`src/sv/cfre_pkg.sv`:
```
// Package for the cassette FSK run encoder: payload and configuration types,
// register indexes and the fixed constants of the tape format. No dependencies.
`default_nettype none

package cfre_pkg;

   localparam int RESYNC_PERIOD = 16;
   localparam int RESYNC_HALVES = 30;
   localparam int DATA_BITS     = 8;

   localparam int PHASE_W    = (RESYNC_PERIOD > 2) ? $clog2(RESYNC_PERIOD) : 1;
   localparam int BIT_IDX_W  = $clog2(DATA_BITS);
   localparam int QUEUE_DEPTH = 2;
   localparam int QPTR_W     = $clog2(QUEUE_DEPTH);
   localparam int QCNT_W     = $clog2(QUEUE_DEPTH + 1);

   localparam int CSR_INDEX_W = 3;
   localparam int CSR_DATA_W  = 24;

   localparam logic [CSR_INDEX_W-1:0] CSR_ZERO_HALF_TICKS = 3'd0;
   localparam logic [CSR_INDEX_W-1:0] CSR_ONE_HALF_TICKS  = 3'd1;
   localparam logic [CSR_INDEX_W-1:0] CSR_SILENCE_TICKS   = 3'd2;
   localparam logic [CSR_INDEX_W-1:0] CSR_PILOT_PAIRS     = 3'd3;
   localparam logic [CSR_INDEX_W-1:0] CSR_TAIL_PAIRS      = 3'd4;
   localparam logic [CSR_INDEX_W-1:0] CSR_STOP_BITS       = 3'd5;

   typedef struct packed {
      logic [7:0] data_byte;
      logic       block_start;
      logic       block_end;
   } req_type;

   typedef struct packed {
      logic        start_level;
      logic [23:0] half_ticks;
      logic [16:0] run_count;
      logic        block_done;
      logic        last;
   } rsp_type;

   typedef struct packed {
      logic [15:0] zero_half_ticks;
      logic [15:0] one_half_ticks;
      logic [23:0] silence_ticks;
      logic [15:0] pilot_pairs;
      logic [15:0] tail_pairs;
      logic [3:0]  stop_bits;
   } cfg_type;

   typedef struct packed {
      logic [7:0] data_byte;
      logic       block_start;
      logic       block_end;
      logic       resync;
   } job_type;

endpackage

`default_nettype wire

```
`src/sv/cfre_front.sv`:
```
// Front end of the cassette FSK run encoder: accepts bytes, tracks the byte
// phase within a block and classifies each byte into a job. Uses cfre_pkg.
`default_nettype none

module cfre_front
   import cfre_pkg::*;
(
   input  wire logic    clock,
   input  wire logic    reset,
   input  wire logic    req_valid,
   output logic         req_ready,
   input  wire req_type req_data,
   input  wire logic    queue_full,
   output logic         push,
   output job_type      push_job
);

   logic [PHASE_W-1:0] phase_ff;
   logic [PHASE_W-1:0] phase_in;
   logic [PHASE_W-1:0] phase_base;
   logic               resync;

   assign req_ready  = !queue_full;
   assign push       = req_valid && req_ready;
   assign phase_base = req_data.block_start ? '0 : phase_ff;
   assign resync     = (phase_base == PHASE_W'(RESYNC_PERIOD - 1));

   always_comb begin
      phase_in = phase_ff;
      if (push) begin
         phase_in = resync ? '0 : phase_base + PHASE_W'(1);
      end
   end

   always_comb begin
      push_job.data_byte   = req_data.data_byte;
      push_job.block_start = req_data.block_start;
      push_job.block_end   = req_data.block_end;
      push_job.resync      = resync;
   end

   always_ff @(posedge clock) begin
      if (reset) begin
         phase_ff <= '0;
      end else begin
         phase_ff <= phase_in;
      end
   end

endmodule

`default_nettype wire

```
`src/sv/cfre_queue.sv`:
```
// Short job queue between the front and back ends of the cassette FSK run
// encoder, held in registers. Uses cfre_pkg.
`default_nettype none

module cfre_queue
   import cfre_pkg::*;
(
   input  wire logic    clock,
   input  wire logic    reset,
   input  wire logic    push,
   input  wire job_type push_job,
   input  wire logic    pop,
   output logic         full,
   output logic         head_valid,
   output job_type      head
);

   job_type            entry_ff [QUEUE_DEPTH];
   logic [QPTR_W-1:0]  wr_ptr_ff;
   logic [QPTR_W-1:0]  wr_ptr_in;
   logic [QPTR_W-1:0]  rd_ptr_ff;
   logic [QPTR_W-1:0]  rd_ptr_in;
   logic [QCNT_W-1:0]  count_ff;
   logic [QCNT_W-1:0]  count_in;
   logic               do_push;
   logic               do_pop;

   assign full       = (count_ff == QCNT_W'(QUEUE_DEPTH));
   assign head_valid = (count_ff != '0);
   assign head       = entry_ff[rd_ptr_ff];
   assign do_push    = push && !full;
   assign do_pop     = pop && head_valid;

   always_comb begin
      wr_ptr_in = do_push ? wr_ptr_ff + QPTR_W'(1) : wr_ptr_ff;
      rd_ptr_in = do_pop ? rd_ptr_ff + QPTR_W'(1) : rd_ptr_ff;
      count_in  = count_ff;
      if (do_push && !do_pop) begin
         count_in = count_ff + QCNT_W'(1);
      end else if (do_pop && !do_push) begin
         count_in = count_ff - QCNT_W'(1);
      end
   end

   always_ff @(posedge clock) begin
      if (reset) begin
         wr_ptr_ff <= '0;
         rd_ptr_ff <= '0;
         count_ff  <= '0;
      end else begin
         wr_ptr_ff <= wr_ptr_in;
         rd_ptr_ff <= rd_ptr_in;
         count_ff  <= count_in;
      end
   end

   always_ff @(posedge clock) begin
      if (do_push) begin
         entry_ff[wr_ptr_ff] <= push_job;
      end
   end

endmodule

`default_nettype wire

```
`src/sv/cfre_back.sv`:
```
// Back end of the cassette FSK run encoder: steps through the runs of one job,
// one run per cycle when not stalled, into a result register. Uses cfre_pkg.
`default_nettype none

module cfre_back
   import cfre_pkg::*;
(
   input  wire logic    clock,
   input  wire logic    reset,
   input  wire cfg_type cfg,
   input  wire logic    head_valid,
   input  wire job_type head,
   output logic         pop,
   output logic         rsp_valid,
   input  wire logic    rsp_ready,
   output rsp_type      rsp_data
);

   localparam logic [2:0] STEP_SILENCE = 3'd0;
   localparam logic [2:0] STEP_PILOT   = 3'd1;
   localparam logic [2:0] STEP_START   = 3'd2;
   localparam logic [2:0] STEP_DATA    = 3'd3;
   localparam logic [2:0] STEP_STOP    = 3'd4;
   localparam logic [2:0] STEP_TAIL    = 3'd5;

   logic                 busy_ff;
   logic                 busy_in;
   logic [2:0]           step_ff;
   logic [2:0]           step_in;
   logic [BIT_IDX_W-1:0] bit_idx_ff;
   logic [BIT_IDX_W-1:0] bit_idx_in;
   job_type              job_ff;
   logic                 valid_ff;
   logic                 valid_in;
   rsp_type              out_ff;
   rsp_type              run;
   logic                 emit;
   logic                 has_tail;
   logic [15:0]          pilot_eff;
   logic [3:0]           stop_eff;
   logic [16:0]          stop_count;

   assign pop       = !busy_ff && head_valid;
   assign emit      = busy_ff && (!valid_ff || rsp_ready);
   assign rsp_valid = valid_ff;
   assign rsp_data  = out_ff;
   assign has_tail  = job_ff.block_end && (cfg.tail_pairs != '0);
   assign pilot_eff = (cfg.pilot_pairs == '0) ? 16'd1 : cfg.pilot_pairs;
   assign stop_eff  = (cfg.stop_bits == '0) ? 4'd1 : cfg.stop_bits;
   assign stop_count = 17'({stop_eff, 2'b00})
                     + (job_ff.resync ? 17'(RESYNC_HALVES) : 17'd0);

   always_comb begin
      run             = '0;
      busy_in         = busy_ff;
      step_in         = step_ff;
      bit_idx_in      = bit_idx_ff;
      case (step_ff)
         STEP_SILENCE: begin
            run.half_ticks = cfg.silence_ticks;
            run.run_count  = 17'd1;
            step_in        = STEP_PILOT;
         end
         STEP_PILOT: begin
            run.start_level = 1'b1;
            run.half_ticks  = 24'(cfg.one_half_ticks);
            run.run_count   = 17'({pilot_eff, 1'b0}) - 17'd1;
            step_in         = STEP_START;
         end
         STEP_START: begin
            run.half_ticks = 24'(cfg.zero_half_ticks);
            run.run_count  = 17'd2;
            step_in        = STEP_DATA;
            bit_idx_in     = '0;
         end
         STEP_DATA: begin
            if (job_ff.data_byte[bit_idx_ff]) begin
               run.half_ticks = 24'(cfg.one_half_ticks);
               run.run_count  = 17'd4;
            end else begin
               run.half_ticks = 24'(cfg.zero_half_ticks);
               run.run_count  = 17'd2;
            end
            if (bit_idx_ff == BIT_IDX_W'(DATA_BITS - 1)) begin
               step_in = STEP_STOP;
            end else begin
               bit_idx_in = bit_idx_ff + BIT_IDX_W'(1);
            end
         end
         STEP_STOP: begin
            run.half_ticks = 24'(cfg.one_half_ticks);
            run.run_count  = stop_count;
            if (has_tail) begin
               step_in = STEP_TAIL;
            end else begin
               run.last       = 1'b1;
               run.block_done = job_ff.block_end;
               busy_in        = 1'b0;
            end
         end
         STEP_TAIL: begin
            run.half_ticks = 24'(cfg.one_half_ticks);
            run.run_count  = 17'({cfg.tail_pairs, 1'b0}) - 17'd1;
            run.last       = 1'b1;
            run.block_done = 1'b1;
            busy_in        = 1'b0;
         end
         default: begin
            busy_in = 1'b0;
         end
      endcase
      if (!emit) begin
         busy_in    = busy_ff;
         step_in    = step_ff;
         bit_idx_in = bit_idx_ff;
      end
      if (pop) begin
         busy_in = 1'b1;
         step_in = head.block_start ? STEP_SILENCE : STEP_START;
      end
   end

   always_comb begin
      valid_in = valid_ff;
      if (emit) begin
         valid_in = 1'b1;
      end else if (rsp_ready) begin
         valid_in = 1'b0;
      end
   end

   always_ff @(posedge clock) begin
      if (reset) begin
         busy_ff    <= 1'b0;
         step_ff    <= STEP_START;
         bit_idx_ff <= '0;
         valid_ff   <= 1'b0;
      end else begin
         busy_ff    <= busy_in;
         step_ff    <= step_in;
         bit_idx_ff <= bit_idx_in;
         valid_ff   <= valid_in;
      end
   end

   always_ff @(posedge clock) begin
      if (pop) begin
         job_ff <= head;
      end
      if (emit) begin
         out_ff <= run;
      end
   end

endmodule

`default_nettype wire

```
`src/sv/cassette_fsk_run_encoder.sv`:
```
// Cassette FSK run encoder: tape bytes in, square-wave runs out.
// The request channel takes one byte with block start and end flags per
// transaction. The response channel gives one run per transaction: start
// level, half-period length in ticks, half-period count, block done and a
// last flag on the final run of each byte. Registers are written through the
// csr port and should only change while the block is idle.
// A request is registered in the job queue, then loaded into the run
// sequencer; its first run is then registered in the result register.
// Runs leave one per cycle while the receiver takes them, with a load step
// per byte; no new byte enters the sequencer before its last run is made.
// A two-entry job queue lets the request side run ahead by two bytes.
// When the receiver stalls, the result register holds and the sequencer
// waits; requests are taken until the queue fills.
// Reset clears the queue, the sequencer, the byte phase and loads the
// registers with their default values.
// Uses cfre_pkg, cfre_front, cfre_queue and cfre_back.
`default_nettype none

module cassette_fsk_run_encoder
   import cfre_pkg::*;
(
   input  wire logic                   clock,
   input  wire logic                   reset,
   input  wire logic                   req_valid,
   output logic                        req_ready,
   input  wire req_type                req_data,
   output logic                        rsp_valid,
   input  wire logic                   rsp_ready,
   output rsp_type                     rsp_data,
   input  wire logic                   csr_write_en,
   input  wire logic [CSR_INDEX_W-1:0] csr_index,
   input  wire logic [CSR_DATA_W-1:0]  csr_wdata
);

   cfg_type cfg_ff;
   cfg_type cfg_in;
   logic    queue_full;
   logic    push;
   job_type push_job;
   logic    pop;
   logic    head_valid;
   job_type head;

   always_comb begin
      cfg_in = cfg_ff;
      if (csr_write_en) begin
         case (csr_index)
            CSR_ZERO_HALF_TICKS: cfg_in.zero_half_ticks = csr_wdata[15:0];
            CSR_ONE_HALF_TICKS:  cfg_in.one_half_ticks  = csr_wdata[15:0];
            CSR_SILENCE_TICKS:   cfg_in.silence_ticks   = csr_wdata[23:0];
            CSR_PILOT_PAIRS:     cfg_in.pilot_pairs     = csr_wdata[15:0];
            CSR_TAIL_PAIRS:      cfg_in.tail_pairs      = csr_wdata[15:0];
            CSR_STOP_BITS:       cfg_in.stop_bits       = csr_wdata[3:0];
            default: begin
            end
         endcase
      end
   end

   always_ff @(posedge clock) begin
      if (reset) begin
         cfg_ff.zero_half_ticks <= 16'd1664;
         cfg_ff.one_half_ticks  <= 16'd832;
         cfg_ff.silence_ticks   <= 24'd0;
         cfg_ff.pilot_pairs     <= 16'd9600;
         cfg_ff.tail_pairs      <= 16'd24;
         cfg_ff.stop_bits       <= 4'd3;
      end else begin
         cfg_ff <= cfg_in;
      end
   end

   cfre_front u_front (
      .clock      (clock),
      .reset      (reset),
      .req_valid  (req_valid),
      .req_ready  (req_ready),
      .req_data   (req_data),
      .queue_full (queue_full),
      .push       (push),
      .push_job   (push_job)
   );

   cfre_queue u_queue (
      .clock      (clock),
      .reset      (reset),
      .push       (push),
      .push_job   (push_job),
      .pop        (pop),
      .full       (queue_full),
      .head_valid (head_valid),
      .head       (head)
   );

   cfre_back u_back (
      .clock      (clock),
      .reset      (reset),
      .cfg        (cfg_ff),
      .head_valid (head_valid),
      .head       (head),
      .pop        (pop),
      .rsp_valid  (rsp_valid),
      .rsp_ready  (rsp_ready),
      .rsp_data   (rsp_data)
   );

endmodule

`default_nettype wire

```
`config.mk`:
```
export PLATFORM = sky130hd
export DESIGN_NAME = cassette_fsk_run_encoder
export DESIGN_NICKNAME = d
export VERILOG_FILES = /design/src/sv/cfre_pkg.sv /design/src/sv/cfre_front.sv /design/src/sv/cfre_queue.sv /design/src/sv/cfre_back.sv /design/src/sv/cassette_fsk_run_encoder.sv
export SDC_FILE = /design/constraint.sdc
export NUM_CORES = 1
export LEC_CHECK = 0
export BUFFER_PORTS_ARGS = -buffer_cell sky130_fd_sc_hd__buf_2
export CORE_MARGIN = 1.5
export CORE_UTILIZATION = 55
export CTS_BUF_LIST = sky130_fd_sc_hd__clkbuf_16
export CTS_CLUSTER_SIZE = 28
export DETAILED_ROUTE_END_ITERATION = 12
export MAX_ROUTING_LAYER = met4
export PLACE_DENSITY = 0.77
export SLEW_MARGIN = 15
export SYNTH_ARGS = -nofsm -noshare
export SYNTH_HDL_FRONTEND = slang
export SYNTH_SLANG_ARGS = --single-unit
```
`constraint.sdc`:
```
create_clock -name clock -period 3.7 [get_ports clock]
set_clock_uncertainty 0.05 [all_clocks]
set_input_delay 1.11 -clock clock [delete_from_list [all_inputs] [get_ports clock]]
set_output_delay 1.11 -clock clock [all_outputs]
set_load 0.02 [all_outputs]
```
==> results of run 1 <==
## stage by stage
stage	worst slack [ps]	total power [W]	util (%)	hold slack [ps]	cell area, um2
final	992	0.00560	65.1	399	9140
after floorplan	404	0.00342	-	378	7990
after global routing	850	0.00583	65.1	415	9140
after CTS	1020	0.00562	65.1	403	9140
after detailed placement	906	0.00378	60.8	394	8540
after global placement	988	0.00375	60.8	388	8540
## cell usage in the layout, fill, tap and decap left out, types with 4 or more instances in the layout
cell	count
a21oi_1	90
a221o_1	17
and2_1	10
and3_1	5
buf_2	87
buf_4	6
clkbuf_16	17
clkinv_4	4
dfxtp_1	109
edfxtp_1	76
ha_1	9
inv_1	9
mux2_2	10
mux2i_1	9
nand2_1	214
nand2b_1	19
nand3_1	8
nand3b_1	16
nand4_1	4
nor2_1	28
nor2b_1	8
nor3_1	10
nor3_2	4
o21ai_0	22
o21ai_1	5
o22ai_1	10
or3_1	9
xnor2_1	17
xor2_1	13
## flip-flops by register name, indices dropped and copies added, names as in the netlist, 2 cells and up, named ones only
name	cells
u_back.rsp_data	44
cfg_ff	92
u_back.job_ff	10
u_back.bit_idx_ff	3
u_queue.entry_ff	22
u_queue.count_ff	2
u_front.phase_ff	4
u_back.step_ff	3
## worst max path at each step
stage / slack, ps / end / cells past startpoint / from
detailed placement: 910 / u_back.rsp_data[26] / 4 / rsp_ready
CTS: 1020 / u_back.rsp_data[11] / 9 / cfg_ff[26]
global route: 850 / u_back.rsp_data[11] / 9 / cfg_ff[26]
floorplan: 400 / u_back.step_ff[1] / 6 / rsp_ready
finish: 990 / u_back.rsp_data[11] / 9 / cfg_ff[26]
global placement: 990 / u_back.rsp_data[26] / 4 / rsp_ready
## cell type report
class	count	area [um2]
fill	1122	4900
sequential	185	4460
multi-input combinational	581	3300
timing repair buffer	94	500
clock buffer	17	425
tap	180	225
clock inverter	15	178
inverter	11	41.3
## logic make-up after synthesis
kind of cell | count (synthesis) | share of synthesized area (%)
simple gates | 355 | 21.2
flops | 185 | 55.9
compound gates | 167 | 12.6
buf+inv | 60 | 2.83
xor+xnor | 30 | 3.29
mux | 19 | 2.54
fa+ha+maj | 10 | 1.66
## critical path: cells and delay by family (launching register included)
family	cells	cell delay (ps)
AO/OA/AOI/OAI	2	220
XOR/XNOR	1	140
adder cells (fa/ha/maj)	1	240
flip-flops	1	360
AND/OR/NAND/NOR	5	1400
## metal layers
metal	global-route usage, %	routed length, um	vias up
met5	-	0	-
met4	8.62	384	0
met3	4.80	988	36
met2	42.2	9110	214
met1	29.9	7560	2963
li1	-	-	3015
## where the power goes
group,internal [W],total (W),switching [W]
clock network,0.00106,0.00185,0.000788
registers,0.00247,0.00260,0.000135
logic,0.000392,0.00115,0.000757
==> reports/metrics.yaml, run 1 <==
drive_above_1_share_pct: 16.7
path_max_fanout: 6
period_share_pct: 73.2
cts_hold_buf: 0
die_area_um2: 15300
grt_antenna_before_repair: 0
yosysMostFrequentCell: "nand2_1"
num_vias: 6228
whs_path_depth: 2
ir_drop_uv: 473
r2r-start: "cfg_ff[26]"
ff2ff_setup_slack_ps: 990
rows: 43
tritoncts: "built"
min_path_type: "register to register"
r2r_cells: 9
grt-ovfl-total: 0
first_global_vias: 5748
critPathKind: "register to register"
die_y_um: 124
syn-num-nets: 878
p_leak_nw: 3.33
remaining_drc_errors: 0
viasPerCell: 5.75
synthArstFlopShare_pct: 0
synth_cells: 826
coreArea_um2: 14000
setup_viol: 0
yosysWarnings: 0
cp.arrival_ps: 2820
synth_edf_count: 76
fin_crit_ps: 2710
yosys-top-cells-area: "edfxtp_1, dfxtp_1, nand2_1"
min_to: "cfg_ff[59]"
finalNetCount: 942
antenna_cells: 0
port_buffers: 87
area_growth_pct: 14.4
grt_pass1_wl_um: 28100
root_buffer: "clkbuf_16"
end_kind: "register"
synth_seq_area_share_pct: 55.9
synth_ff_type: "dfxtp_1"
avgRoutedWirePerCell_um: 16.7
dp.cells: 1051
drv_slew: 0
tightest_slew_ps: 903
cts_setup_buffers: 0
rsz0062_at_grt: "false"
drtIter0Drc: 614
slowest_stage: "or4_4"
critical_path.cell_chain: "or4_4 > or2_4 > nor3_2 > a31oi_1 > ha_1 > nand2_1 > or3_1 > xor2_1 > o22ai_1"
dp_hpwl_um: 11500
track_usage_pct: 24.9
worst_skew_pair.late_latency_ps: 440
io_pins: 88
fmax_ghz: 0.369
ys_ff_latch: 185
cp_data_required_time_ps: 3810
start_util_pct: 56.9
htreeDepth: 4
die_w_um: 124
netlist.area_leader.share_pct: 28.6
post_cts_resized: 0
power_density_nw_per_um2: 613
clkSinkCount: 185
status: "complete, no violations"
fin_tns_setup_ps: 0
synth_top_cell_by_area: "edfxtp_1"
startpoint_type: "register"
cts.path.max_buffers: 2
synth_common_cells: "nand2_1, dfxtp_1, a21oi_1"
drtPass1Iterations: 5
synthDistinctLibCells: 58
place_congestion: 0.812
clk_pin_slew_worst_paths_ps: 70
fin_cells: 1083
drv_cap: 0
grt_max_degree: 105
hold_viol: 0
syn_avg_cell_area_um2: 9.67
syn_area_um2: 7990
numCtsBuffers: 17
r2r_end: "u_back.rsp_data[11]"
relSlewSlack_pct: 39.6
routed_wl_um: 18000
max_stage_delay_ps: 590
ant_nets: 0
holdCritStartpoint: "cfg_ff[59]"
(Power assumes the default switching activity.)
==> inputs of run 2 (changes only) <==
==> constraint.sdc (replaced) <==
create_clock -name clock -period 2.7 [get_ports clock]
set_clock_uncertainty 0.05 [all_clocks]
set_input_delay 0.81 -clock clock [delete_from_list [all_inputs] [get_ports clock]]
set_output_delay 0.81 -clock clock [all_outputs]
set_load 0.02 [all_outputs]
==> reports/metrics.yaml, run 2 (synthesis results as in run 1) <==
dr_wl_met2_um: 8930
grt_antenna_before_repair: 1
remaining_drc_errors: 0
cts.path.max_buffers: 2
setup_viol: 0
fin_tns_setup_ps: 0
path_max_fanout: 5
routed_wl_um: 17700
clk_pin_slew_worst_paths_ps: 70
drv_slew: 0
hold_viol: 0
fmax_ghz: 0.393
relSlewSlack_pct: 53.0
power_density_nw_per_um2: 827
root_buffer: "clkbuf_16"
finalNetCount: 956
start_util_pct: 56.9
top_register: "cfg_ff"
tightest_slew_ps: 703
io_pins: 88
ir_drop_uv: 604
largest_register_ffs: 92
drive_above_1_share_pct: 18.4
htreeDepth: 4
fin_cells: 1098
avgRoutedWirePerCell_um: 16.1
startpoint_type: "register"
end_kind: "register"
wl_met3_um: 1060
coreArea_um2: 14000
num_vias: 6194
clkSinkCount: 185
dp_hpwl_um: 11700
final_cell_mix: "nand2_1, dfxtp_1, a21oi_1"
drtPass1Iterations: 5
worst_skew_pair.late_latency_ps: 430
die_w_um: 124
final_common_cell: "nand2_1"
place_congestion: 0.825
die_y_um: 124
area_growth_pct: 15.9
track_usage_pct: 24.8
fin_crit_ps: 2550
first_global_vias: 5856
drtIter0Drc: 550
numCtsBuffers: 17
rsz0062_at_grt: "false"
rows: 43
drv_cap: 0
tritoncts: "built"
grt_pass1_wl_um: 28400
min_path_type: "register to register"
port_buffers: 87
status: "complete, no violations"
period_share_pct: 94.4
ant_nets: 0
dp.cells: 1065
grt-ovfl-total: 0
wl_met1_um: 7350
die_area_um2: 15300
hold_ws_ps: 399
highest_layer: "met4"
grt_max_degree: 56
cp_data_required_time_ps: 2840
viasPerCell: 5.64
p_leak_nw: 3.40
cp.arrival_ps: 2690
critPathKind: "register to register"
run 2: path summary, 6_finish.rpt:
path	from	to	slack (ps)	cells after the start
min reg2reg	cfg_ff[57]	cfg_ff[57]	400	2
max	cfg_ff[27]	u_back.rsp_data[7]	150	9
min	cfg_ff[57]	cfg_ff[57]	400	2
max reg2reg	cfg_ff[27]	u_back.rsp_data[7]	150	9
run 2: repair_timing:
action,CTS,global route
endpoints found under the setup margin,0,6
hold buffers,0,0
resized for setup,0,3
setup buffers,0,0
run 2: area by class of cell:
class                      instances  area, um2
clock inverter                    15        169
tap                              180        225
clock buffer                      17        425
antenna                            1       2.50
inverter                          11       41.3
sequential                       185       4460
multi-input combinational        581       3310
fill                            1132       4780
timing repair buffer             108        618
run 2: report_power, final:
group          internal (W)  switching [W]  leakage (nW)
Combinational      0.000576        0.00102          1.51
Clock               0.00138        0.00112         0.282
Sequential          0.00338       0.000179          1.61
Total               0.00534        0.00232          3.40
run 2: stage by stage:
step / util [%] / instance area (um2) / setup WS [ps] / total power, W
floorplan: - / 7990 / 238 / 0.00468
global placement: 61.6 / 8650 / 109 / 0.00519
detailed placement: 61.6 / 8650 / 86.7 / 0.00522
CTS: 65.9 / 9250 / 68.0 / 0.00768
global route: 65.9 / 9260 / 7.39 / 0.00796
finish: 65.9 / 9260 / 152 / 0.00765
run 2: metal layers:
layer,track usage [%],vias to the layer above
met5,-,-
met4,7.54,0
met3,5.44,29
met2,42.9,187
met1,29.1,2931
li1,-,3047
run 2: worst max-delay path: stages (launching register included):
cell	delay (ps)
dfxtp_1	350
or4_4	570
or2_4	280
nor3_2	160
a31oi_1	130
ha_2	240
nand2_1	80
xor2_1	150
mux2i_1	90
a32o_1	220
